File: src/design/etmm_pkg.sv
// Shared constants and types for the Euler TRS model matrix core.
`default_nettype none
package etmm_pkg;
	// Number formats
	localparam int FRAC_BITS = 16;
	localparam int TRIG_BITS = 30;
	localparam int ANG_W = 26;
	localparam int VAL_W = 32;

	// Angle reduction
	localparam int FULL_DEG = 360 << FRAC_BITS;
	localparam int QUARTER_DEG = 90 << FRAC_BITS;
	localparam int REM_W = $clog2(QUARTER_DEG);
	localparam int RED_W = ANG_W + 1;

	// Degrees to radians, pi/180 * 2^38
	localparam int K_W = 33;
	localparam logic [K_W-1:0] DEG2RAD_K = 33'd4797524517;
	localparam int RAD_SHIFT = FRAC_BITS + 8;
	localparam int XM_W = REM_W + K_W;

	// Series datapath widths
	localparam int X_W = TRIG_BITS + 1;
	localparam int X2_W = TRIG_BITS + 2;
	localparam int T_W = TRIG_BITS + 1;
	localparam int P_W = 32;
	localparam int RECIP_SHIFT = 32;
	localparam logic [P_W-1:0] T_ONE = P_W'(64'd1 << TRIG_BITS);

	// Horner divisors, innermost first
	localparam int N_SLOT = 6;
	localparam int N_SIN = 5;
	localparam int unsigned COS_K [N_SLOT] = '{132, 90, 56, 30, 12, 2};
	localparam int unsigned SIN_K [N_SIN] = '{110, 72, 42, 20, 6};

	// Quadrant codes
	localparam logic [1:0] QUAD_0 = 2'd0;
	localparam logic [1:0] QUAD_1 = 2'd1;
	localparam logic [1:0] QUAD_2 = 2'd2;
	localparam logic [1:0] QUAD_3 = 2'd3;

	// Pipeline depths
	localparam int TRIG_LAT = 3 + 3 * N_SLOT + 1;
	localparam int BACK_LAT = 5;
	localparam int PIPE_LAT = TRIG_LAT + BACK_LAT;
	localparam int SCALE_TAP = TRIG_LAT + 2;

	// Queue
	localparam int FIFO_DEPTH = 4;
	localparam int PTR_W = $clog2(FIFO_DEPTH);
	localparam int CNT_W = $clog2(FIFO_DEPTH + 1);

	typedef logic signed [VAL_W-1:0] val_t;
	typedef logic signed [TRIG_BITS+1:0] trig_t;
	typedef logic signed [TRIG_BITS+2:0] ent_t;

	typedef struct packed {
		val_t pos_x;
		val_t pos_y;
		val_t pos_z;
		logic signed [ANG_W-1:0] angle_x;
		logic signed [ANG_W-1:0] angle_y;
		logic signed [ANG_W-1:0] angle_z;
		val_t scale_x;
		val_t scale_y;
		val_t scale_z;
	} obj_t;

	typedef struct packed {
		val_t pos_x;
		val_t pos_y;
		val_t pos_z;
		val_t scale_x;
		val_t scale_y;
		val_t scale_z;
	} side_t;

	typedef struct packed {
		side_t side;
		logic [1:0] qx;
		logic [1:0] qy;
		logic [1:0] qz;
		logic [REM_W-1:0] rx;
		logic [REM_W-1:0] ry;
		logic [REM_W-1:0] rz;
	} item_t;

	typedef struct packed {
		logic full;
		logic empty;
	} fifo_stat_t;

	typedef struct packed {
		val_t row0_col0;
		val_t row0_col1;
		val_t row0_col2;
		val_t row0_col3;
		val_t row1_col0;
		val_t row1_col1;
		val_t row1_col2;
		val_t row1_col3;
		val_t row2_col0;
		val_t row2_col1;
		val_t row2_col2;
		val_t row2_col3;
	} mat_t;
endpackage
`default_nettype wire

File: src/design/etmm_front.sv
// Front stage: takes items, reduces angles to quadrant and remainder, feeds the queue.
`default_nettype none
module etmm_front (
	input  wire logic                clk,
	input  wire logic                arst_n,
	input  wire logic                obj_valid,
	output logic                     obj_stall,
	input  etmm_pkg::obj_t           obj,
	output logic                     push,
	output etmm_pkg::item_t          item,
	input  etmm_pkg::fifo_stat_t     stat
);
	localparam logic signed [etmm_pkg::RED_W-1:0] FULL_S =
		etmm_pkg::RED_W'(etmm_pkg::FULL_DEG);
	localparam logic signed [etmm_pkg::RED_W-1:0] QTR_S =
		etmm_pkg::RED_W'(etmm_pkg::QUARTER_DEG);

	logic fv_q;
	etmm_pkg::item_t item_q;
	etmm_pkg::item_t item_d;
	logic take;

	// angle mod 360 into [0, 360), then quadrant and remainder
	function automatic logic [etmm_pkg::REM_W+1:0] reduce_angle(
		input logic signed [etmm_pkg::ANG_W-1:0] ang);
		logic signed [etmm_pkg::RED_W-1:0] a0;
		logic signed [etmm_pkg::RED_W-1:0] a;
		logic signed [etmm_pkg::RED_W-1:0] r;
		logic [1:0] q;
		a0 = etmm_pkg::RED_W'(ang);
		if (a0 >= FULL_S)
			a = a0 - FULL_S;
		else if (a0 >= 0)
			a = a0;
		else if (a0 + FULL_S >= 0)
			a = a0 + FULL_S;
		else
			a = a0 + FULL_S + FULL_S;
		if (a >= QTR_S + QTR_S + QTR_S) begin
			q = etmm_pkg::QUAD_3;
			r = a - QTR_S - QTR_S - QTR_S;
		end else if (a >= QTR_S + QTR_S) begin
			q = etmm_pkg::QUAD_2;
			r = a - QTR_S - QTR_S;
		end else if (a >= QTR_S) begin
			q = etmm_pkg::QUAD_1;
			r = a - QTR_S;
		end else begin
			q = etmm_pkg::QUAD_0;
			r = a;
		end
		return {q, r[etmm_pkg::REM_W-1:0]};
	endfunction

	always_comb begin
		item_d.side.pos_x = obj.pos_x;
		item_d.side.pos_y = obj.pos_y;
		item_d.side.pos_z = obj.pos_z;
		item_d.side.scale_x = obj.scale_x;
		item_d.side.scale_y = obj.scale_y;
		item_d.side.scale_z = obj.scale_z;
		{item_d.qx, item_d.rx} = reduce_angle(obj.angle_x);
		{item_d.qy, item_d.ry} = reduce_angle(obj.angle_y);
		{item_d.qz, item_d.rz} = reduce_angle(obj.angle_z);
	end

	assign obj_stall = fv_q && stat.full;
	assign take = obj_valid && !obj_stall;
	assign push = fv_q && !stat.full;
	assign item = item_q;

	always_ff @(posedge clk or negedge arst_n) begin
		if (!arst_n)
			fv_q <= 1'b0;
		else if (take)
			fv_q <= 1'b1;
		else if (push)
			fv_q <= 1'b0;
	end

	always_ff @(posedge clk) begin
		if (take)
			item_q <= item_d;
	end
endmodule
`default_nettype wire

File: config.mk
export PLATFORM = sky130hd
export DESIGN_NAME = etmm_front
export DESIGN_NICKNAME = d
export VERILOG_FILES = /design/src/design/etmm_pkg.sv /design/src/design/etmm_front.sv
export SDC_FILE = /design/constraint.sdc
export NUM_CORES = 1
export LEC_CHECK = 0
export ABC_AREA = 1
export BUFFER_PORTS_ARGS = -buffer_cell sky130_fd_sc_hd__buf_2
export CAP_MARGIN = 15
export CELL_PAD_IN_SITES_DETAIL_PLACEMENT = 0
export CELL_PAD_IN_SITES_GLOBAL_PLACEMENT = 1
export CORE_AREA = 2 2 209 211
export CTS_CLUSTER_DIAMETER = 40
export DETAILED_ROUTE_END_ITERATION = 16
export DIE_AREA = 0 0 211 213
export PLACE_DENSITY = 0.68
export SETUP_SLACK_MARGIN = 0.3
export SYNTH_ARGS = -nofsm -noshare
export SYNTH_HDL_FRONTEND = slang
export SYNTH_SLANG_ARGS = --single-unit
File: constraint.sdc
create_clock -name clk -period 15 [get_ports clk]
set_input_delay 4.5 -clock clk [delete_from_list [all_inputs] [get_ports clk]]
set_output_delay 4.5 -clock clk [all_outputs]
set_load 0.05 [all_outputs]
==> metrics.txt, run 1 <==
final-report max-slew violation count=0; FF-to-FF setup slack=between 10 and 15 ns; Setup TNS Final=0 ns; number of DRC markers after the initial detailed-route iteration=roughly 560; fraction of final layout cells sized beyond drive strength 1=between 30% and 40%; routability congestion estimate from global placement=0.8568; count of buffer and inverter cells on the critical path=3; clock latency at the later pin of the worst-skew pair=0.56 ns; status=completed; count of input and output buffers=about 540; post-cts repair resize count=0; Tmin final=9.549 ns; Worst Path Required=approximately 11 ns; number of synthesis warnings=0; CTS Buf Count=42; Via Count=approximately 10000; worst min-delay path class=register to register; number of antenna violations at the first check in global routing=13; Synthesized Nets=1466; vias in the first global route=around 10000; TritonCTS clock tree=yes; crit path kind=input pin to primary output; post-cts hold buffer count=0; width of the die=roughly 210 um; post-route core utilization=roughly 40%; crit path max fanout=2; Worst Skew=~0.019 ns; global-route wire length before repair=58730 um; setup repair after global routing missed its margin=no; Top cell by count, worst path=buf_2; DIE AREA=roughly 45000 um2; post-CTS clock slew at the launch and capture registers of the worst setup and hold paths=~0.050 ns; total number of clock tree sinks=between 200 and 300; Max-Slew Margin vs Limit=between 20% and 30%; power per cell area=136.6 nW/um2; wirelength, routed=around 40000 um; I/O Pins=about 540; iteration count of the initial detailed-routing pass=5; count of flip-flops with a built-in enable after synthesis=267; estimated wirelength of the detail-placed design=32850 um; Syn-to-layout area delta=38.79%; master of the slowest instance on the critical path=buf_2; final worst-path cycle share=between 60% and 70%; number of standard cells after synthesis=between 1000 and 1500; ANT nets after route=0; Wirelength per Cell=around 17 um; effective utilization at floorplan=between 20% and 30%; Core Region=approximately 43000 um2; GRT Util Overall=roughly 17%; maximum level of the CTS H-tree=2; final routed DRC violation total=0; Seq/Total Area, Yosys=between 60% and 70%; launching element type of the critical path=input pin; Worst Setup End Kind=primary output; remaining global-route overflow=0; highest clock frequency the design can meet=about 0.10 GHz; leak pwr=7.989 nW; delay of the slowest critical-path stage=approximately 0.28 ns; count of unique library cells instantiated by Yosys=40; largest net degree at the start of global routing=between 150 and 200; synthesized area divided by synthesized cell count=between 10 and 15 um2; area of the mapped netlist=between 10000 and 15000 um2; Critical Path, Cell by Cell=buf_2 -> nand2_1 -> inv_1 -> buf_2; cell at the root of the clock tree=clkbuf_16; deepest clock path buffer count=3; count of final hold-check violations=0; final net count=between 2000 and 2500; max_cap viols=0; Die Y=~210 um; share of flip-flops with an asynchronous set or reset=less than 1%; Post-CTS Setup Repair Bufs=0; actual transition at the worst max-transition pin=between 1 and 1.5 ns; # setup viols final=0; number of placement rows=76; synthesized flop and latch total=268; arrival time of data at the critical path endpoint=slightly above 5 ns; via density per instance=approximately 4.5; family with the most delay on the worst path=buffers and inverters; worst vdd ir=a little under 0.00008 V; leading register cell type out of synthesis=edfxtp_1
[synth_stat cells, types with 2 or more instances]
master | instances | area [um2]
o21ai_1 | 4 | 20.02
nand3_1 | 119 | 595.6
buf_2 | 5 | 25.02
o211ai_1 | 2 | 15.01
o21a_1 | 2 | 15.01
nand3_2 | 9 | 90.09
o21ai_0 | 24 | 120.1
o21ai_4 | 3 | 48.80
inv_1 | 111 | 416.7
nand4_2 | 2 | 25.02
nand2_2 | 24 | 150.1
nor3_1 | 2 | 10.01
a21boi_2 | 5 | 56.30
xnor2_1 | 3 | 26.28
xor2_1 | 9 | 78.83
ha_1 | 35 | 437.9
nand4_1 | 12 | 75.07
nand2_1 | 311 | 1167
a21oi_1 | 37 | 185.2
nand3b_1 | 9 | 67.56
buf_4 | 2 | 15.01
or2_2 | 4 | 25.02
edfxtp_1 | 267 | 8018
a21oi_2 | 2 | 17.52
o21ai_2 | 2 | 17.52
nor2_2 | 13 | 81.33
a31o_2 | 2 | 17.52
inv_2 | 17 | 63.81
nor2_1 | 108 | 405.4
[sequential cells by signal, indices dropped and copies added (netlist names)]
register / flops
fv_q: 1
item: 267
[stage by stage]
stage | setup slack [ns] | power, W | hold WS [ns] | std cells | area [um2]
floorplan | 2.735 | 0.001266 | 0.4593 | 1156 | 12430
global placement | 5.455 | 0.001396 | 0.4986 | 2238 | 15810
detailed placement | 5.456 | 0.001401 | 0.4911 | 2238 | 15810
CTS | 5.453 | 0.002385 | 0.5033 | 2315 | 17230
global route | 5.407 | 0.002464 | 0.5602 | 2317 | 17240
finish | 5.451 | 0.002355 | 0.5048 | 2320 | 17250
[power breakdown]
group | switching (W) | internal [W]
Sequential | 0.0000115 | 0.000888
Combinational | 0.000362 | 0.000123
Clock | 0.000362 | 0.000610
Total | 0.000735 | 0.00162
[layer usage]
layer / GRT usage [%] / share of wire, %
met2: 29.29 / 49
met4: 5.780 / 2.5
met5: 0 / 0
met3: 4.633 / 7.3
met1: 21.52 / 41
[path summary, 6_finish.rpt]
check	startpoint	end	cells past startpoint
hold / removal	fv_q	fv_q	2
hold reg to reg	fv_q	fv_q	2
setup / recovery	stat[1]	obj_stall	4
setup reg to reg	fv_q	item[43]	5
max in group asynchronous	arst_n	fv_q	1
min in group asynchronous	arst_n	fv_q	1
[cell type report]
| class | instances | area (um2) |
|---|---|---|
| Antenna cell | 5 | 12.51 |
| Clock buffer | 45 | 1062 |
| Clock inverter | 32 | 365.4 |
| Fill cell | 4195 | 25450 |
| Inverter | 130 | 489.2 |
| Multi-Input combinational cell | 750 | 3850 |
| Sequential cell | 268 | 8043 |
| Tap cell | 546 | 683.2 |
| Timing Repair Buffer | 544 | 2740 |
[logic make-up (layout without fill, tap and decap cells)]
family,count (synthesis),after routing,share of synthesized area (%)
adders and majority gates,35,35,3.524
xor gates and xnor gates,13,13,0.9768
buffers and inverters,138,751,4.350
AOI/OAI and AO/OA,85,85,4.259
DFF,268,268,64.73
and+or+nand+nor,617,617,22.16
other,0,5,0
[cell usage in the layout, fill, tap and decap left out, types with 3 or more instances in the layout]
| master | count |
|---|---|
| nand4_1 | 12 |
| o21ai_4 | 3 |
| o21ai_1 | 4 |
| nand2_1 | 311 |
| clkbuf_16 | 42 |
| xor2_1 | 9 |
| a21oi_1 | 37 |
| bufinv_16 | 5 |
| buf_2 | 542 |
| inv_6 | 6 |
| a21boi_2 | 5 |
| edfxtp_1 | 267 |
| nand3_1 | 119 |
| xnor2_1 | 3 |
| ha_1 | 35 |
| nand3b_1 | 9 |
| inv_1 | 111 |
| nor2_1 | 107 |
| nand3_2 | 9 |
| inv_2 | 17 |
| nor2_2 | 13 |
| clkbuf_1 | 3 |
| clkinvlp_4 | 3 |
| clkinv_1 | 7 |
| or2_2 | 4 |
| clkinv_2 | 7 |
| diode_2 | 5 |
| clkinv_4 | 3 |
| nand2_2 | 24 |
| o21ai_0 | 24 |
[tightest hold or removal path, stage by stage (launching register included)]
cell	delay, ns
dfrtp_1	0.35
nand2_1	0.07
nand2_1	0.05
Note: power is estimated with default switching activity, not from simulation.
==> run 2, diff against run 1 <==
- ABC_AREA: 1 -> 0
- CORE_AREA: 2 2 209 211 -> 2 2 211 213
- DIE_AREA: 0 0 211 213 -> 0 0 213 215
- PLACE_DENSITY: 0.68 -> 0.65
- clock period: 15 -> 9.9 ns (I/O delays scaled with it)
==> run 2 against run 1 <==
Compared with the run above: design area rose by 0.96%; utilization down 0.50 points; hold slack better by 0.19 ns; power is 52% higher; sequential cell count unchanged; clock-buffer cell count increased by 3; via count fell by 0.29%; critical path type is now input pin to register; critical endpoint is now item[65].
==> metrics.txt, run 2 <==
status=completed; highest clock frequency the design can meet=approximately 0.15 GHz; final-report max-slew violation count=0; post-cts hold buffer count=0; leading post-synthesis cells by cell area=edfxtp_1 64%, ha_1 3.5%, xnor2_1 2.4%; highest-count cells in the layout ignoring fill and taps=542 x buf_2, 267 x edfxtp_1, 48 x nor2_1; r2r endpoint=item[148]; Syn-to-layout area delta=38.10%; maximum level of the CTS H-tree=2; Worst Skew=0.03098 ns; effective utilization at floorplan=between 20% and 30%; Worst Path Required=around 10 ns; Die Y=215 um; GR Util met1=a little over a fifth; critical register-to-register path startpoint=fv_q; worst vdd ir=0.0001278 V; count of input and output buffers=542; Wirelength per Cell=about 21 um; minimum hold slack=between 0.6 and 0.7 ns; Tmin final=approximately 6.6 ns; count of flip-flops with a built-in enable after synthesis=267; synthesized flop and latch total=approximately 270; leading register cell type out of synthesis=edfxtp_1; max_cap viols=0; dominant cell type by area after synthesis=edfxtp_1; Core Region=around 44000 um2; worst min-delay path class=register to register; library cell with the highest instance count after synthesis=edfxtp_1; width of the die=around 210 um; launching element type of the critical path=input pin; global-route wire length before repair=about 63000 um; area share of the largest cell type after synthesis=a little under two thirds; Worst Setup End Kind=register; final routed DRC violation total=0; max reg flops=approximately 270; top cell types by occurrence after synthesis=267 x edfxtp_1, 48 x nor2_1, 45 x nand2_1, 35 x ha_1, 35 x o21ai_0; number of synthesis warnings=0; final worst-path cycle share=about two thirds; clock latency at the later pin of the worst-skew pair=about 0.57 ns; arrival time of data at the critical path endpoint=just under 7 ns; Post-CTS Setup Repair Bufs=0; Via Count=between 10000 and 15000; actual transition at the worst max-transition pin=roughly 1.2 ns; cell at the root of the clock tree=clkbuf_16; most frequent standard cell in the layout excluding fill and tap cells=buf_2; estimated wirelength of the detail-placed design=34870 um; share of flip-flops with an asynchronous set or reset=less than 1%; fraction of final layout cells sized beyond drive strength 1=between 40 and 50%; largest net degree at the start of global routing=between 150 and 200; global-route layer with the greatest usage=met2; synthesized area divided by synthesized cell count=roughly 14 um2; fill cell count=4262; area of the mapped netlist=between 10000 and 15000 um2; FF-to-FF setup slack=about 7.6 ns; count of final hold-check violations=0; startpoint of the worst hold path=fv_q; hold-critical path endpoint=fv_q; wirelength, routed=43990 um; remaining global-route overflow=0; GRT Util Overall=between 10% and 20%; number of placement rows=77; crit path max fanout=21; pre-CTS setup slack=around 2.7 ns; routability congestion estimate from global placement=0.8228; power per cell area=between 200 and 250 nW/um2; I/O Pins=around 540; Max-Slew Margin vs Limit=between 20% and 30%; leak pwr=7.067 nW; ANT nets after route=0; cell depth of the worst min-delay path=2; deepest clock path buffer count=3; number of standard cells after synthesis=about 930; number of antenna violations at the first check in global routing=26; path depth of the worst reg2reg path=3; CTS Buf Count=45; vias in the first global route=around 10000; setup slack of the critical path after layout=between 3 and 4 ns; Synthesized Nets=around 1200; final net count=between 1500 and 2000; Seq/Total Area, Yosys=roughly 64%; number of DRC markers after the initial detailed-route iteration=671; setup repair after global routing missed its margin=no; Setup TNS Final=0 ns; post-cts repair resize count=0; # setup viols final=0; crit path kind=input pin to register; post-CTS clock slew at the launch and capture registers of the worst setup and hold paths=approximately 0.060 ns; via density per instance=between 4 and 5; TritonCTS clock tree=yes; global routing usage on met2=between 30% and 40%; M3 GR Usage=around 6%; DIE AREA=45800 um2; total number of clock tree sinks=between 200 and 300; count of unique library cells instantiated by Yosys=between 90 and 100; iteration count of the initial detailed-routing pass=5
==> run 2: cells by family after synthesis <==
group / after synthesis / share of synthesized area (%)
AOI/OAI and AO/OA: 239 / 14.57
xor gates and xnor gates: 40 / 2.838
adders and majority gates: 35 / 3.474
buffers and inverters: 83 / 2.670
DFF: 268 / 63.80
muxes: 13 / 1.042
and+or+nand+nor: 255 / 11.61
==> run 2: layout make-up <==
type / count / area (um2) / share of cell area, %
sequential: 268 / 8043 / 46.19
clock inverter: 35 / 349.1 / 2.005
tap: 592 / 740.7 / 4.254
timing repair buffer: 546 / 2755 / 15.82
antenna: 9 / 22.52 / 0.1294
inverter: 34 / 127.6 / 0.7330
multi-input combinational: 582 / 4235 / 24.33
clock buffer: 48 / 1137 / 6.533
==> run 2: worst max-delay path by stage <==
stage / from / to / slack, ns
6_report: obj[167] / item[65] / 3.28
5_1_grt: obj[167] / item[65] / 3.01
4_1_cts: obj[167] / item[65] / 3.30
3_5_place_dp: obj[167] / item[65] / 2.69
3_3_place_gp: obj[167] / item[65] / 2.71
2_1_floorplan: stat[1] / item[0] / 2.14
==> run 2: metal layers <==
layer / routed length (um) / up-vias
met2: 21970 / 441
met3: 3921 / 95
met4: 1272 / 4
li1: - / 4825
met1: 16790 / 4971
met5: 32 / -
==> run 2: critical path: stages <==
cell	delay, ns
buf_2	0.31
inv_1	0.18
ha_1	0.30
and3b_1	0.25
o211a_1	0.20
a21oi_1	0.11
o221ai_1	0.78
o221ai_1	0.36
a311oi_4	0.63
a211o_1	0.27
o31ai_1	0.09
a211oi_1	0.31
xnor2_1	0.14
==> run 2: metrics by stage <==
step                      area (um2)  power [W]  util (%)  instances
after floorplan                12610   0.001906         -        933
after global routing           17410   0.003738     39.89       2113
after detailed placement       15900   0.002107     36.44       2022
final                          17410   0.003589     39.89       2114
after CTS                      17390   0.003635     39.84       2105
after global placement         15900   0.002103     36.44       2022
==> run 2: power breakdown <==
part / leakage [nW] / switching [W] / internal (W)
registers: 2.55 / 0.0000184 / 0.00135
clock network: 0.708 / 0.000575 / 0.000929
logic: 3.81 / 0.000516 / 0.000205
