**src/design/etmm_pkg.sv**
```systemverilog
// Shared constants and types for the Euler TRS model matrix core.
`default_nettype none
package etmm_pkg;
	// Number formats
	localparam int FRAC_BITS = 16;
	localparam int TRIG_BITS = 30;
	localparam int ANG_W = 26;
	localparam int VAL_W = 32;

	// Angle reduction
	localparam int FULL_DEG = 360 << FRAC_BITS;
	localparam int QUARTER_DEG = 90 << FRAC_BITS;
	localparam int REM_W = $clog2(QUARTER_DEG);
	localparam int RED_W = ANG_W + 1;

	// Degrees to radians, pi/180 * 2^38
	localparam int K_W = 33;
	localparam logic [K_W-1:0] DEG2RAD_K = 33'd4797524517;
	localparam int RAD_SHIFT = FRAC_BITS + 8;
	localparam int XM_W = REM_W + K_W;

	// Series datapath widths
	localparam int X_W = TRIG_BITS + 1;
	localparam int X2_W = TRIG_BITS + 2;
	localparam int T_W = TRIG_BITS + 1;
	localparam int P_W = 32;
	localparam int RECIP_SHIFT = 32;
	localparam logic [P_W-1:0] T_ONE = P_W'(64'd1 << TRIG_BITS);

	// Horner divisors, innermost first
	localparam int N_SLOT = 6;
	localparam int N_SIN = 5;
	localparam int unsigned COS_K [N_SLOT] = '{132, 90, 56, 30, 12, 2};
	localparam int unsigned SIN_K [N_SIN] = '{110, 72, 42, 20, 6};

	// Quadrant codes
	localparam logic [1:0] QUAD_0 = 2'd0;
	localparam logic [1:0] QUAD_1 = 2'd1;
	localparam logic [1:0] QUAD_2 = 2'd2;
	localparam logic [1:0] QUAD_3 = 2'd3;

	// Pipeline depths
	localparam int TRIG_LAT = 3 + 3 * N_SLOT + 1;
	localparam int BACK_LAT = 5;
	localparam int PIPE_LAT = TRIG_LAT + BACK_LAT;
	localparam int SCALE_TAP = TRIG_LAT + 2;

	// Queue
	localparam int FIFO_DEPTH = 4;
	localparam int PTR_W = $clog2(FIFO_DEPTH);
	localparam int CNT_W = $clog2(FIFO_DEPTH + 1);

	typedef logic signed [VAL_W-1:0] val_t;
	typedef logic signed [TRIG_BITS+1:0] trig_t;
	typedef logic signed [TRIG_BITS+2:0] ent_t;

	typedef struct packed {
		val_t pos_x;
		val_t pos_y;
		val_t pos_z;
		logic signed [ANG_W-1:0] angle_x;
		logic signed [ANG_W-1:0] angle_y;
		logic signed [ANG_W-1:0] angle_z;
		val_t scale_x;
		val_t scale_y;
		val_t scale_z;
	} obj_t;

	typedef struct packed {
		val_t pos_x;
		val_t pos_y;
		val_t pos_z;
		val_t scale_x;
		val_t scale_y;
		val_t scale_z;
	} side_t;

	typedef struct packed {
		side_t side;
		logic [1:0] qx;
		logic [1:0] qy;
		logic [1:0] qz;
		logic [REM_W-1:0] rx;
		logic [REM_W-1:0] ry;
		logic [REM_W-1:0] rz;
	} item_t;

	typedef struct packed {
		logic full;
		logic empty;
	} fifo_stat_t;

	typedef struct packed {
		val_t row0_col0;
		val_t row0_col1;
		val_t row0_col2;
		val_t row0_col3;
		val_t row1_col0;
		val_t row1_col1;
		val_t row1_col2;
		val_t row1_col3;
		val_t row2_col0;
		val_t row2_col1;
		val_t row2_col2;
		val_t row2_col3;
	} mat_t;
endpackage
`default_nettype wire

```
**src/design/etmm_fifo.sv**
```systemverilog
// Short item queue between the front stage and the matrix pipeline.
`default_nettype none
module etmm_fifo (
	input  wire logic                clk,
	input  wire logic                arst_n,
	input  wire logic                push,
	input  etmm_pkg::item_t          wr_item,
	input  wire logic                pop,
	output etmm_pkg::item_t          rd_item,
	output etmm_pkg::fifo_stat_t     stat
);
	etmm_pkg::item_t mem_q [etmm_pkg::FIFO_DEPTH];
	logic [etmm_pkg::PTR_W-1:0] wp_q;
	logic [etmm_pkg::PTR_W-1:0] rp_q;
	logic [etmm_pkg::CNT_W-1:0] cnt_q;

	always_ff @(posedge clk or negedge arst_n) begin
		if (!arst_n) begin
			wp_q <= '0;
			rp_q <= '0;
			cnt_q <= '0;
		end else begin
			if (push)
				wp_q <= wp_q + 1'b1;
			if (pop)
				rp_q <= rp_q + 1'b1;
			if (push && !pop)
				cnt_q <= cnt_q + 1'b1;
			else if (pop && !push)
				cnt_q <= cnt_q - 1'b1;
		end
	end

	always_ff @(posedge clk) begin
		if (push)
			mem_q[wp_q] <= wr_item;
	end

	assign rd_item = mem_q[rp_q];
	assign stat.full = (cnt_q == etmm_pkg::CNT_W'(etmm_pkg::FIFO_DEPTH));
	assign stat.empty = (cnt_q == '0);

	a_no_overflow: assert property (@(posedge clk) disable iff (!arst_n)
		push |-> !stat.full || pop)
		else $error("queue written while full");
	a_no_underflow: assert property (@(posedge clk) disable iff (!arst_n)
		pop |-> !stat.empty)
		else $error("queue read while empty");
	a_cnt_up: assert property (@(posedge clk) disable iff (!arst_n)
		(push && !pop) |=> cnt_q == $past(cnt_q) + 1'b1)
		else $error("queue count lost a write");
endmodule
`default_nettype wire

```
**config.mk**
```make
export PLATFORM = sky130hd
export DESIGN_NAME = etmm_fifo
export DESIGN_NICKNAME = d
export VERILOG_FILES = /design/src/design/etmm_pkg.sv /design/src/design/etmm_fifo.sv
export SDC_FILE = /design/constraint.sdc
export NUM_CORES = 1
export LEC_CHECK = 0
export BUFFER_PORTS_ARGS = -buffer_cell sky130_fd_sc_hd__buf_4
export CAP_MARGIN = 30
export CELL_PAD_IN_SITES_DETAIL_PLACEMENT = 1
export CELL_PAD_IN_SITES_GLOBAL_PLACEMENT = 1
export CORE_MARGIN = 10
export CORE_UTILIZATION = 46
export DETAILED_ROUTE_END_ITERATION = 8
export PLACE_DENSITY_LB_ADDON = 0.3
export SLEW_MARGIN = 25
export SYNTH_ARGS = -nofsm -noshare
export SYNTH_HDL_FRONTEND = slang
export SYNTH_SLANG_ARGS = --single-unit
```
**constraint.sdc**
```tcl
create_clock -name clk -period 7.24 [get_ports clk]
set_input_delay 0.362 -clock clk [delete_from_list [all_inputs] [get_ports clk]]
set_output_delay 0.362 -clock clk [all_outputs]
set_load 0.02 [all_outputs]
```
==> flow_metrics.py, run 1 <==
metrics = {
    "sta": {
        "max_slew_margin_pct": 22.7,
        "slew_violations": 0,
        "setup_tns_ns": 0,
        "fin_crit_sh_pct": 50.2,
        "rsz0062_at_grt": "no",
        "hold_viol": 0,
        "skew_ns": 0.0192,
        "max_freq_mhz": 275,
        "setup-violations-final": 0,
        "period_needed_ns": 3.64,
        "worst_slack_ns": 3.60,
        "tightest_slew_ns": 1.16,
    },
    "logic_synthesis": {
        "synthesis.nets": 1706,
        "synth-seq-cells": 1075,
        "avgSynthCellArea_um2": 27.2,
        "syn-cell-area_um2": 38900,
        "ys_seq_area_share_pct": 82.8,
        "yosys.area_share.simple_pct": 0.125,
        "synthAdderAreaFrac_pct": 0.212,
        "synth_mux_area_share_pct": 15.5,
        "synth_xor_area_share_pct": 0.135,
        "synth_top_family_by_area": "multiplexers",
        "synth.distinct_cells": 18,
        "yosys_warnings": 0,
        "synth_compound_area_share_pct": 0.0129,
        "syn_inst": 1429,
    },
    "global_route": {
        "grt_pass1_wl_mm": 143,
        "grt_max_degree": 138,
        "gr-total-overflow": 0,
        "grt_pass1_vias": 21200,
        "antenna_found_initial": 14,
        "grt_usage_pct": 19.5,
    },
    "clocking": {
        "clk_latency_ns": 0.64,
        "clock_sinks": 1075,
        "clk_path_buf_depth": 3,
        "cts_max_level": 3,
        "cts_tree": "yes",
        "path_clk_slew_ns": 0.06,
        "root_buffer": "clkbuf_16",
        "cts-buffers-inserted": 107,
        "cts_resized": 0,
    },
    "floorplan": {
        "die_w_um": 311,
        "die_h_um": 311,
        "die-area_um2": 96700,
        "io_pins": 540,
        "core_region_area_um2": 83800,
        "initial_core_util_pct": 46.4,
        "placementRows": 106,
    },
    "placement": {
        "dp_worst_setup_slack_ns": 4.18,
        "gp_congestion": 0.717,
        "hpwl_mm": 55.7,
        "portBuffers": 539,
    },
    "drt": {
        "wl_per_cell_um": 26.9,
        "remaining_drc_errors": 0,
        "via_count": 18600,
        "wl_mm": 95.3,
        "vias_per_cell": 5.25,
        "ant_nets": 0,
        "drt_iter0_markers": 1221,
        "dr.pass1.iters": 5,
    },
    "setup_path": {
        "crit_path_start_kind": "register",
        "r2r_cells": 5,
        "r2r-end": "mem_q[1][162]",
        "critPathRequiredTime_ns": 6.88,
        "rrSetupSlack_ns": 4.56,
        "path_max_fanout": 96,
        "r2r-start": "wp_q[1]",
        "path_class": "reg2out",
        "arrival_ns": 3.27,
        "crit_path_end_kind": "output pin",
    },
    "pwr": {
        "p_leak_nw": 17.2,
        "ir_drop_v": 0.000311,
        "p_total_w": 0.0209,
        "p_per_area_nw_per_um2": 416,
    },
    "outcome": {
        "outcome": "completed",
    },
    "cells_and_area": {
        "drive_gt1_share_pct": 40.7,
        "nets": 2583,
        "area_growth_pct": 29.3,
    },
    "hold_path": {
        "hp-class": "in2async",
    },
    "job": {
        "maxCapViolations": 0,
    },
}
[where the power goes]
| group | switching, W | total (W) | leakage, nW | internal [W] |
|---|---|---|---|---|
| clock | 0.00229 | 0.00532 | 1.63 | 0.00302 |
| combinational | 0.00403 | 0.00710 | 5.67 | 0.00306 |
| sequential | 0.000379 | 0.00853 | 9.89 | 0.00815 |
[worst max path at each step]
| stage | cells past startpoint | from | endpoint | slack [ns] |
|---|---|---|---|---|
| final | 4 | rp_q[0] | rd_item[211] | 3.60 |
| after global routing | 4 | rp_q[0] | rd_item[154] | 3.32 |
| after detailed placement | 4 | rp_q[0] | rd_item[140] | 4.18 |
| after CTS | 4 | rp_q[0] | rd_item[140] | 3.47 |
| after floorplan | 3 | wp_q[0] | mem_q[2][0] | 2.91 |
| after global placement | 3 | rp_q[0] | rd_item[140] | 3.98 |
[critical path, cell delays in order (launching register included)]
cell     delay [ns]
dfrtp_4        0.73
buf_16         0.31
buf_12         0.65
mux4_2         0.62
buf_4          0.19
[state kept, by name (all words and copies together), names as in the netlist]
name,count
cnt_q,3
rp_q,2
mem_q,1068
wp_q,2
[metrics by stage]
stage                     hold slack, ns  std cells  cell area (um2)  utilization [%]
final                              0.102       3540            50300             60.1
after global routing              0.0616       3538            50300             60.1
after CTS                         0.0660       3526            50300             60.0
after detailed placement           0.180       3060            44200             52.7
after global placement             0.177       3059            44200             52.7
after floorplan                   0.0664       1429            38900                -
[layout by cell type, fill, tap and decap left out, drive strengths merged]
master | synthesis | final
buf | 54 | 558
bufinv | 0 | 7
fa | 1 | 1
mux2 | 1 | 1
xor2 | 4 | 4
edfxtp | 1068 | 1068
nor3 | 1 | 1
nor2 | 1 | 1
dlygate4sd3 | 0 | 270
mux4 | 267 | 267
clkinvlp | 0 | 4
xnor2 | 2 | 2
dfrtp | 7 | 7
nand2 | 2 | 2
and2 | 4 | 4
clkbuf | 6 | 139
inv | 4 | 5
o21ai | 1 | 1
nor3b | 1 | 1
diode | 0 | 13
clkinv | 0 | 45
ha | 5 | 5
[kinds of logic after synthesis]
family                     Yosys count
DFF                               1075
buffers and inverters               64
xor gates and xnor gates             6
AOI/OAI and AO/OA                    1
muxes                              268
adders and majority gates            6
and+or+nand+nor                      9
[what timing repair did]
item                                   in CTS  in global routing
setup endpoints to repair                   0                  0
endpoints found under the hold margin    1079                  0
hold buffers                              270                  0
buffers inserted                            0                  0
[cells in the mapped netlist]
cell	n	area, um2
and2_1	4	25.0
buf_2	29	145
buf_6	25	282
clkbuf_1	6	22.5
dfrtp_1	7	175
edfxtp_1	1068	32100
fa_1	1	20.0
ha_1	5	62.6
inv_1	4	15.0
mux2_2	1	11.3
mux4_2	267	6010
nand2_1	2	7.51
nor2_1	1	3.75
nor3_1	1	5.00
nor3b_1	1	7.51
o21ai_0	1	5.00
xnor2_1	2	17.5
xor2_1	4	35.0
[per-layer routing]
metal | GRT usage, % | wire (um) | share of wire, % | vias to the layer above
li1 | - | - | - | 7999
met1 | 23.0 | 35300 | 37 | 9812
met2 | 34.4 | 50900 | 53 | 597
met3 | 5.20 | 6240 | 6.6 | 155
met4 | 6.64 | 2830 | 3.0 | 8
met5 | 0 | 47 | 0.049 | -
[final cells by class]
cell class	count	area, um2
clock inverters	57	534
multi-input cells	290	6220
fillers	6965	33500
inverters	4	15.0
repair buffers	828	7020
clock buffers	139	2840
well taps	1134	1420
diodes	13	32.5
flip-flops and latches	1075	32300
(Power assumes the default switching activity.)
==> run 2, diff against run 1 <==
Clock period 7.24 ns to 3.1 ns, I/O delays scaled along.
==> flow_metrics.py, run 2 (synthesis results as in run 1) <==
metrics = {
    "pwr": {
        "ir_drop_v": 0.000620,
        "p_per_area_nw_per_um2": 985,
        "p_leak_nw": 17.6,
    },
    "cells_and_area": {
        "layout_commonest_cell": "edfxtp_1",
        "nFillCells": 6905,
        "drive_gt1_share_pct": 42.1,
        "area_growth_pct": 31.3,
        "mostFrequentLayoutCells": "edfxtp_1, buf_4, dlygate4sd3_1",
        "seq_area_um2": 32300,
        "multi_input_area_um2": 6220,
        "reg.largest.list": "mem_q (1068), cnt_q (3)",
        "largest_reg_flops": 1068,
        "design_area_um2": 51100,
        "nets": 2622,
        "top_register": "mem_q",
        "finalNonFillerCells": 3583,
    },
    "clocking": {
        "clk_path_buf_depth": 3,
        "clk_latency_ns": 0.67,
        "path_clk_slew_ns": 0.07,
        "clock_sinks": 1075,
        "root_buffer": "clkbuf_16",
        "cts-buffers-inserted": 108,
        "cts_tree": "yes",
        "postCtsSetupRepairBufs": 0,
        "cts_max_level": 3,
    },
    "sta": {
        "hold_viol": 0,
        "setup_tns_ns": 0,
        "tightest_slew_ns": 0.840,
        "slew_violations": 0,
        "rsz0062_at_grt": "no",
        "skew_ns": 0.0230,
        "fin_crit_sh_pct": 93.0,
        "setup-violations-final": 0,
        "period_needed_ns": 2.88,
        "max_freq_mhz": 347,
        "max_slew_margin_pct": 44.0,
        "worst_slack_ns": 0.218,
    },
    "drt": {
        "wl_mm": 102,
        "remaining_drc_errors": 0,
        "dr.pass1.iters": 4,
        "drt_iter0_markers": 1288,
        "wl_per_cell_um": 28.5,
        "vias_per_cell": 5.34,
        "via_count": 19200,
        "ant_nets": 0,
    },
    "setup_path": {
        "critPathRequiredTime_ns": 2.94,
        "path_max_fanout": 32,
        "crit_path_end_kind": "output pin",
        "crit_path_start_kind": "register",
        "path_class": "reg2out",
        "arrival_ns": 2.73,
    },
    "global_route": {
        "grt_max_degree": 59,
        "grt_pass1_wl_mm": 152,
        "gr-total-overflow": 0,
        "grt_pass1_vias": 21800,
        "antenna_found_initial": 10,
        "grt_usage_pct": 21.1,
    },
    "floorplan": {
        "io_pins": 540,
        "die_h_um": 311,
        "die_w_um": 311,
        "die-area_um2": 96700,
        "core_region_area_um2": 83800,
        "placementRows": 106,
        "initial_core_util_pct": 46.4,
    },
    "job": {
        "maxCapViolations": 0,
    },
    "placement": {
        "hpwl_mm": 61.8,
        "portBuffers": 539,
        "placed_area_um2": 44800,
        "gp_congestion": 0.729,
        "dp_worst_setup_slack_ns": 0.910,
        "place_inst": 3098,
    },
    "hold_path": {
        "hp-class": "in2reg",
    },
    "outcome": {
        "outcome": "completed",
    },
}
-- run 2: repair_timing --
action	CTS	global route
hold endpoints to repair	1081	0
hold buffers	271	0
gates resized for setup	0	0
-- run 2: report_power, final --
part | switching [W] | internal [W]
registers | 0.000830 | 0.0190
logic | 0.00980 | 0.00758
clock network | 0.00550 | 0.00764
total | 0.0161 | 0.0342
-- run 2: final cells by class --
class,count,share of cell area (%)
Inverter,4,0.0294
Sequential cell,1075,63.1
Antenna cell,12,0.0587
Timing Repair Buffer,866,14.9
Multi-Input combinational cell,290,12.2
Clock inverter,76,1.53
Tap cell,1134,2.78
Clock buffer,126,5.42
-- run 2: worst max-delay path: stages (launching register included) --
cell and delay (ns):
dfrtp_4 0.61, buf_4 0.60, mux4_2 0.64, buf_4 0.19
-- run 2: path summary, 6_finish.rpt --
check | slack [ns] | endpoint | start | depth (start not counted)
max in group asynchronous | 2.29 | rp_q[0] | arst_n | 3
max | 0.22 | rd_item[180] | rp_q[0] | 3
min | 0.23 | mem_q[1][187] | wr_item[187] | 2
max reg2reg | 1.03 | mem_q[2][266] | wp_q[0] | 4
min reg2reg | 0.50 | cnt_q[2] | cnt_q[2] | 1
min in group asynchronous | 0.52 | cnt_q[0] | arst_n | 3
-- run 2: layer usage --
metal	vias up	track usage (%)	wire (um)
met3	139	5.51	7020
li1	8103	-	-
met4	2	5.98	2460
met1	10300	24.3	36800
met2	646	38.4	56000
met5	-	0	13
-- run 2: per-stage QoR --
stage | hold slack (ns) | total power (W) | utilization, %
detailed placement | -0.0211 | 0.0373 | 53.5
finish | 0.233 | 0.0503 | 61.0
floorplan | -0.141 | 0.0299 | -
CTS | 0.160 | 0.0507 | 61.0
global placement | -0.0252 | 0.0369 | 53.5
global route | 0.206 | 0.0524 | 61.0
==> run 3, diff against run 2 <==
Settings changed: CORE_MARGIN 10 to 4.
==> flow_metrics.py, run 3 (synthesis results as in run 1) <==
metrics = {
    "pwr": {
        "p_comb_share_pct": 34.9,
        "pwr-share-clk_pct": 25.0,
        "ir_drop_v": 0.000794,
        "p_total_w": 0.0493,
        "p_switching_w": 0.0157,
        "p_int_w": 0.0336,
        "p_leak_nw": 17.5,
        "power_frac_seq_pct": 40.1,
        "p_sw_share_pct": 31.8,
        "p_per_area_nw_per_um2": 968,
    },
    "sta": {
        "hold_viol": 0,
        "rsz0062_at_grt": "no",
        "setup_tns_ns": 0,
        "max_slew_margin_pct": 48.8,
        "slew_violations": 0,
        "max_freq_mhz": 378,
        "skew_ns": 0.0252,
        "period_needed_ns": 2.65,
        "fin_crit_sh_pct": 85.4,
        "setup-violations-final": 0,
        "tightest_slew_ns": 0.768,
    },
    "cells_and_area": {
        "area_growth_pct": 30.7,
        "drive_gt1_share_pct": 41.5,
        "largest_reg_flops": 1068,
        "reg.largest.list": "mem_q (1068), cnt_q (3)",
        "layout_commonest_cell": "edfxtp_1",
        "top_register": "mem_q",
        "nets": 2622,
        "mostFrequentLayoutCells": "edfxtp_1, buf_4, dlygate4sd3_1",
    },
    "setup_path": {
        "path_class": "reg2out",
        "path_max_fanout": 67,
        "r2r-start": "wp_q[1]",
        "slowest_stage": "dfrtp_4",
        "cpPeakStageDelay_ns": 0.76,
        "critPathRequiredTime_ns": 2.94,
        "crit_path_end_kind": "output pin",
        "crit_path_start_kind": "register",
        "crit_chain": "buf_12 -> mux4_2 -> buf_4",
        "crit_path_start": "rp_q[1]",
        "crit_buf_inv": 2,
        "arrival_ns": 2.49,
        "cpLargestDelayFamily": "flip-flops",
    },
    "hold_path": {
        "hp-class": "in2reg",
        "min-delay-start": "wr_item[17]",
    },
    "clocking": {
        "cts_resized": 0,
        "postCtsSetupRepairBufs": 0,
        "cts.hold.buffers_added": 271,
        "cts_tree": "yes",
        "clk_latency_ns": 0.67,
        "cts_max_level": 3,
        "root_buffer": "clkbuf_16",
        "clk_path_buf_depth": 3,
        "cts-buffers-inserted": 106,
        "path_clk_slew_ns": 0.06,
        "clock_sinks": 1075,
    },
    "global_route": {
        "antenna_found_initial": 10,
        "gr-total-overflow": 0,
        "grt_max_degree": 91,
        "grt_usage_pct": 21.4,
        "grt_pass1_wl_mm": 143,
        "grt_pass1_vias": 21400,
    },
    "placement": {
        "hpwl_mm": 57.8,
        "portBuffers": 539,
        "gp_congestion": 0.762,
    },
    "drt": {
        "dr.pass1.iters": 7,
        "via_count": 18800,
        "ant_nets": 0,
        "vias_per_cell": 5.27,
        "wl_mm": 94.8,
        "wl_per_cell_um": 26.6,
        "remaining_drc_errors": 0,
        "drt_iter0_markers": 1374,
    },
    "floorplan": {
        "io_pins": 540,
        "die_h_um": 299,
        "core_region_area_um2": 83800,
        "placementRows": 106,
        "die-area_um2": 89300,
        "die_w_um": 299,
        "initial_core_util_pct": 46.4,
    },
    "outcome": {
        "outcome": "completed",
    },
    "job": {
        "maxCapViolations": 0,
    },
}
run 3: final cells by class:
type / count / area (um2)
diodes: 9 / 22.5
clock buffers: 133 / 2750
clock inverters: 56 / 537
fillers: 6937 / 32900
inverters: 4 / 15.0
multi-input cells: 290 / 6220
flip-flops and latches: 1075 / 32300
well taps: 1134 / 1420
repair buffers: 868 / 7660
run 3: per-stage QoR:
step / instances / setup slack (ns) / cell area, um2 / hold WS, ns / util [%]
2_1_floorplan: 1429 / 0.176 / 38900 / -0.141 / -
3_3_place_gp: 3100 / 1.08 / 44900 / -0.0184 / 53.5
3_5_place_dp: 3100 / 1.04 / 44900 / -0.0106 / 53.5
4_1_cts: 3560 / 0.371 / 50900 / 0.168 / 60.7
5_1_grt: 3565 / 0.301 / 50900 / 0.189 / 60.7
6_report: 3569 / 0.453 / 50900 / 0.230 / 60.7
run 3: worst paths after layout:
path | to | slack (ns) | depth (start not counted)
max in group asynchronous | rp_q[0] | 2.22 | 3
worst max-delay path | rd_item[31] | 0.45 | 3
worst min register to register | cnt_q[2] | 0.50 | 1
worst max register to register | mem_q[1][197] | 1.06 | 5
worst min-delay path | mem_q[1][17] | 0.23 | 2
min in group asynchronous | cnt_q[1] | 0.55 | 3
run 3: power by group through the flow:
stage | clock network (W) | logic [W] | registers (W)
after global routing | 0.0133 | 0.0181 | 0.0199
after floorplan | 0 | 0.0102 | 0.0198
after detailed placement | 0 | 0.0171 | 0.0200
after CTS | 0.0125 | 0.0175 | 0.0197
final | 0.0123 | 0.0172 | 0.0197
after global placement | 0 | 0.0170 | 0.0198
run 3: routing by layer:
metal	part of all wire, %	GRT usage, %	up-vias
li1	-	-	8077
met1	36	25.5	10100
met2	55	38.8	535
met3	6.5	5.68	127
met4	2.1	5.02	2
met5	0.014	0	-
